### config.mk
export PLATFORM = sky130hd
export DESIGN_NAME = tccw_front
export DESIGN_NICKNAME = d
export VERILOG_FILES = /design/src/rtl/tccw_pkg.sv /design/src/rtl/tccw_front.sv
export SDC_FILE = /design/constraint.sdc
export NUM_CORES = 1
export LEC_CHECK = 0
export BUFFER_PORTS_ARGS = -buffer_cell sky130_fd_sc_hd__buf_4
export CAP_MARGIN = 20
export CORE_MARGIN = 4
export CORE_UTILIZATION = 40
export CTS_CLUSTER_DIAMETER = 30
export DETAILED_ROUTE_END_ITERATION = 6
export PLACE_DENSITY = 0.67
export SLEW_MARGIN = 40
export SYNTH_ARGS = -nofsm -noshare
export SYNTH_HDL_FRONTEND = slang
export SYNTH_SLANG_ARGS = --single-unit
### constraint.sdc
create_clock -name clk -period 4.1 [get_ports clk]
set_clock_uncertainty 0.15 [all_clocks]
set_input_delay 0.41 -clock clk [delete_from_list [all_inputs] [get_ports clk]]
set_output_delay 0.41 -clock clk [all_outputs]
set_load 0.005 [all_outputs]
### src/rtl/tccw_pkg.sv
package tccw_pkg;

  localparam logic [7:0] BLANK_CHAR   = 8'h20;
  localparam logic [7:0] FIXED_ATTR   = 8'h0F;
  localparam logic [7:0] CH_BACKSPACE = 8'h08;
  localparam logic [7:0] CH_TAB       = 8'h09;
  localparam logic [7:0] CH_NEWLINE   = 8'h0A;
  localparam logic [7:0] CH_RETURN    = 8'h0D;

  localparam logic OP_PUT  = 1'b0;
  localparam logic OP_READ = 1'b1;

  localparam int IDX_W = 11;

  typedef logic [2:0] kind_t;

  localparam kind_t KIND_READ = 3'd0;
  localparam kind_t KIND_CR   = 3'd1;
  localparam kind_t KIND_NL   = 3'd2;
  localparam kind_t KIND_BS   = 3'd3;
  localparam kind_t KIND_TAB  = 3'd4;
  localparam kind_t KIND_CHAR = 3'd5;

  typedef struct packed {
    kind_t              kind;
    logic [7:0]         char_code;
    logic [IDX_W-1:0]   cell_index;
  } cmd_t;

endpackage

### src/rtl/tccw_front.sv
module tccw_front (
  input  logic               clk,
  input  logic               rst_n,
  input  logic               in_valid,
  output logic               in_ready,
  input  logic               in_opcode,
  input  logic [7:0]         in_char_code,
  input  logic [10:0]        in_cell_index,
  input  logic               init_busy,
  output logic               cmd_valid,
  output tccw_pkg::cmd_t     cmd,
  input  logic               cmd_pop
);

  tccw_pkg::cmd_t q_r [2];
  logic           wr_ptr_r, wr_ptr_nxt;
  logic           rd_ptr_r, rd_ptr_nxt;
  logic [1:0]     cnt_r, cnt_nxt;
  tccw_pkg::cmd_t in_cmd;
  logic           push;

  // classify the incoming byte
  always_comb begin
    in_cmd.char_code  = in_char_code;
    in_cmd.cell_index = in_cell_index;
    if (in_opcode == tccw_pkg::OP_READ) begin
      in_cmd.kind = tccw_pkg::KIND_READ;
    end else begin
      case (in_char_code)
        tccw_pkg::CH_RETURN:    in_cmd.kind = tccw_pkg::KIND_CR;
        tccw_pkg::CH_NEWLINE:   in_cmd.kind = tccw_pkg::KIND_NL;
        tccw_pkg::CH_BACKSPACE: in_cmd.kind = tccw_pkg::KIND_BS;
        tccw_pkg::CH_TAB:       in_cmd.kind = tccw_pkg::KIND_TAB;
        default:                in_cmd.kind = tccw_pkg::KIND_CHAR;
      endcase
    end
  end

  assign in_ready  = (cnt_r != 2'd2) && !init_busy;
  assign push      = in_valid && in_ready;
  assign cmd_valid = (cnt_r != 2'd0);
  assign cmd       = q_r[rd_ptr_r];

  always_comb begin
    wr_ptr_nxt = push ? ~wr_ptr_r : wr_ptr_r;
    rd_ptr_nxt = cmd_pop ? ~rd_ptr_r : rd_ptr_r;
    cnt_nxt    = cnt_r + 2'(push) - 2'(cmd_pop);
  end

  always_ff @(posedge clk) begin
    if (!rst_n) begin
      wr_ptr_r <= 1'b0;
      rd_ptr_r <= 1'b0;
      cnt_r    <= 2'd0;
    end else begin
      wr_ptr_r <= wr_ptr_nxt;
      rd_ptr_r <= rd_ptr_nxt;
      cnt_r    <= cnt_nxt;
    end
  end

  always_ff @(posedge clk) begin
    if (push) begin
      q_r[wr_ptr_r] <= in_cmd;
    end
  end

endmodule

-- Yosys cells after proc, flatten, opt, wreduce, memory -nomap -nowiden
Memory sizes are Yosys's and may differ from the RTL's. A register that Yosys moved wholly into a read port is not among the register bits.
Cells that the tools add are included.
- register bits after elaboration: 4
- latch bits: 0
- memory bits (writable): 44
- bits in read-only memories: 0
- bits of input ports: 25
- output and inout port bits: 24
- word-level logic and storage cells: 23
- memories: 1
- memories (memory ; words ; bits a word ; read ports ; clocked after Yosys merged registers in ; wr ports ; line ; text):
    q_r ; 2 ; 22 ; 1 ; 1 ; 1 ; tccw_front.sv:15 ; tccw_pkg::cmd_t q_r [2];
- add/subtract/negate cells: 2
- multiply operators: 0
- div/mod/pow operators: 0
- order comparisons: 0
- eq/ne operators: 5
- shift operators: 0
- muxes and demuxes: 6
- bitwise gates (word level): 2
- reduce and logical (&&, ||, !) cells: 4
- operator list (operator ; number):
    $eq A8 B4 Y1 const B ; 4
    $pmux W3 S4 ; 1
    $mux W1 ; 4
    $mux W3 ; 1
    $add A2 B1 Y2 ; 1
    $logic_and A1 B1 Y1 ; 2
    $ne A2 B2 Y1 const B ; 1
    $not A1 Y1 ; 2
    $reduce_bool A2 Y1 ; 1
    $sub A2 B1 Y2 ; 1
    $logic_not A1 Y1 ; 1

-- Longest topological paths before layout
- word-level depth: 5
- gate-level depth with buffers: 9
- mapped depth without buffers: 9

-- Worst setup path after synthesis
OpenSTA, ideal clock, no wires.
- kind: input -> register
- start: in in_valid
- end: mem q_r[0][0] in the netlist's numbering (enable)
- library setup time: 0.393 ns
- arrival time: 1.350 ns
- path slack: 2.208 ns
- stages on the path: 2
- cell sequence: inv_1 nor4_4
- cells in the longest elaborated chain, start to end: 3
- RTL lines (item ; line ; text):
    from (decl) ; tccw_front.sv:4 ; input logic in_valid,
    $logic_and A1 B1 Y1 ; tccw_front.sv:40 ; assign push = in_valid && in_ready;
    $mux W1 ; tccw_front.sv:63 ; if (push) begin
    $mux W1 (not written as such) ; tccw_front.sv:64 ; q_r[wr_ptr_r] <= in_cmd;
    to (decl) ; tccw_front.sv:15 ;
No other way between the ends.

==> run_results.csv <==
group,metric,value,unit
worst_setup_path,crit_path_end_kind,"output port",
yosys,synth_seq_cells,49,
yosys,synth_mux_area_frac,0.130,
worst_setup_path,crit_path_cell_trace,"mux2_2 > buf_4",
die,fp.dieW,77.1,µm
worst_setup_path,worstPathArrival,1500,ps
yosys,yosysMostFrequentCell,"edfxtp_1",
sta,finalHoldViolations,0,
clock_tree,cts_root_buf,"clkbuf_8",
yosys,synth.top_cell.area_share,0.692,
placement,preCtsSetupSlack,1970,ps
yosys,synth_cell_type_count,23,
worst_setup_path,worst_setup_path_start_kind,"flip-flop",
drt,wl,3.28,mm
placement,routabilityCongestion,0.717,
global_routing,overflow,0,
clock_tree,cts_max_path_buffers,2,
layout,fin_area,0.00241,mm²
yosys,synth_common_cells,"edfxtp_1, mux2_2, dfxtp_1, nor2_1",
clock_tree,cts_max_level,2,
placement,place_area,0.00233,mm²
clock_tree,clock_latency,290,ps
yosys,synth_area_leader_cell,"edfxtp_1",
layout,fin_util,0.538,
layout,antennaDiodeCount,0,
global_routing,grt_pass1_wl,5.40,mm
drt,wl_per_cell,15.7,µm
hold_path,hold_path.class,"in2reg",
worst_setup_path,path_max_fanout,22,
yosys,synth_area_leaders,"edfxtp_1, mux2_2, dfxtp_1",
clock_tree,cts_made_buffers,5,
yosys,ys_seq_area_frac,0.745,
power,power.density,419,mW/mm²
die,io_pins,49,
clock_tree,path_clk_slew,80,ps
placement,hpwl,2.34,mm
yosys,synthAdderAreaFrac,0.0131,
drt,drtIter0Drc,67,
worst_setup_path,slowest_stage,"dfxtp_2",
drt,drc,0,
sta,fin_crit,2060,ps
global_routing,antenna_found_initial,0,
clock_tree,cts_hold_buf,0,
die,num_rows,24,
worst_setup_path,rrSetupSlack,2220,ps
yosys,syn-num-nets,129,
sta,finalSetupViolCount,0,
run,cap_violations,0,
power,p_leak,0.900,nW
die,die-area,0.00594,mm²
clock_tree,clock-sinks,49,
sta,slew_headroom,0.483,
sta,slew_violations,0,
die,core,0.00447,mm²
yosys,ys.warnings.count,0,
sta,fin_crit_sh,0.502,
yosys,syn-instance-count,102,
power,peakVddDrop,0.228,mV
sta,fmax,0.486,GHz
yosys,synthSimpleGateAreaFrac,0.0636,
power,power,1.01,mW
layout,drive_gt1_frac,0.529,
global_routing,grt_max_degree,23,
yosys,synth-async-reset-ratio,0,
yosys,synth_compound_area_frac,0.0164,
sta,max_slew.worst_pin.slew,769,ps
worst_setup_path,crit_family,"flip-flops",
drt,routed_via_density,4.88,
sta,rsz0062_at_grt,"false",
status,status,"completed",
worst_setup_path,crit_buf_inv,1,
layout,fin_nets,183,
yosys,synth_flop_cell,"edfxtp_1",
yosys,synth_top_family_by_area,"multiplexers",
die,initial_core_util,0.426,
clock_tree,cts_resized,0,
yosys,syn_avg_cell_area,18.7,µm²
drt,vias,1019,
worst_setup_path,worst_ep_required_time,3540,ps
sta,finalSetupTns,0,ps
die,fp.dieH,77.1,µm
drt,dr.pass1.iters,4,
sta,fin_ws,2040,ps
worst_setup_path,cpPeakStageDelay,660,ps
global_routing,grt_use_total,0.117,
yosys,synth_xor_area_frac,0.0184,
clock_tree,cts_tree,"done",
worst_setup_path,crit_type,"reg2out",
yosys,synth_edf_count,44,
yosys,syn-cell-area,0.00191,mm²
global_routing,grt_pass1_vias,1137,
placement,port_buffers,48,
drt,route.antenna.remaining_nets,0,
clock_tree,post-cts-setup-buffers,0,
layout,syn_to_final_growth,26.2,%
[cell type report]
class                           instances  area, µm²
Clock buffer                            8       80.1
Sequential cell                        49       1420
Tap cell                               52       65.1
Multi-Input combinational cell         48        462
Timing Repair Buffer                   49        368
Fill cell                             382       2070
Inverter                                3       11.3
[sequential cells by signal (all words and copies together), names as in the netlist, named ones only]
register and cells:
cnt_r 2, wr_ptr_r 1, q_r 44, rd_ptr_r 1
[worst register-to-register path: cells and delay by family, from the launching register on]
kind | cells | cell delay [ps]
flip-flops | 1 | 350
AND/OR/NAND/NOR | 1 | 720
buffers and inverters | 1 | 350
[worst paths after layout]
check / start / end / cells past startpoint
min reg2reg: rd_ptr_r / flip-flop / 2
max: flip-flop / cmd[3] / 2
max reg2reg: wr_ptr_r / q_r[0][19] / 2
min: in_cell_index[4] / q_r[1][4] / 1
[metal layers]
layer  global-route usage  vias up  routed length (µm)
li1                     -      493                   -
met1                0.128      495                1300
met2                0.207       27                1770
met3               0.0527        4                 196
met4               0.0302        0                  20
met5                    0        -                   0
[cells in the final DEF (no fill, tap or decap), types with 2 or more instances in the layout]
| master | synthesis | routed |
|---|---|---|
| xnor2_1 | 3 | 3 |
| nor2_1 | 5 | 5 |
| ha_1 | 2 | 2 |
| edfxtp_1 | 44 | 44 |
| clkbuf_1 | 0 | 3 |
| a21oi_1 | 2 | 2 |
| mux2_2 | 22 | 22 |
| buf_4 | 2 | 49 |
| inv_1 | 3 | 3 |
| clkbuf_8 | 0 | 5 |
| dfxtp_1 | 5 | 4 |
[cell families (layout without fill, tap and decap cells)]
logic type / Yosys count / count (layout)
compound gates: 5 / 5
xor+xnor: 4 / 4
fa+ha+maj: 2 / 2
buf+inv: 5 / 60
flops: 49 / 49
mux: 22 / 22
simple gates: 15 / 15
[power by group]
part | internal [mW] | leakage, nW | switching (mW)
Combinational | 0.0913 | 0.414 | 0.0599
Sequential | 0.577 | 0.447 | 0.0190
Clock | 0.121 | 0.0395 | 0.140
[metrics by stage]
step,hold slack [ps],std cells
after detailed placement,373,201
after global placement,347,201
final,150,209
after global routing,136,209
after CTS,140,209
after floorplan,330,102
(Power assumes the default switching activity.)
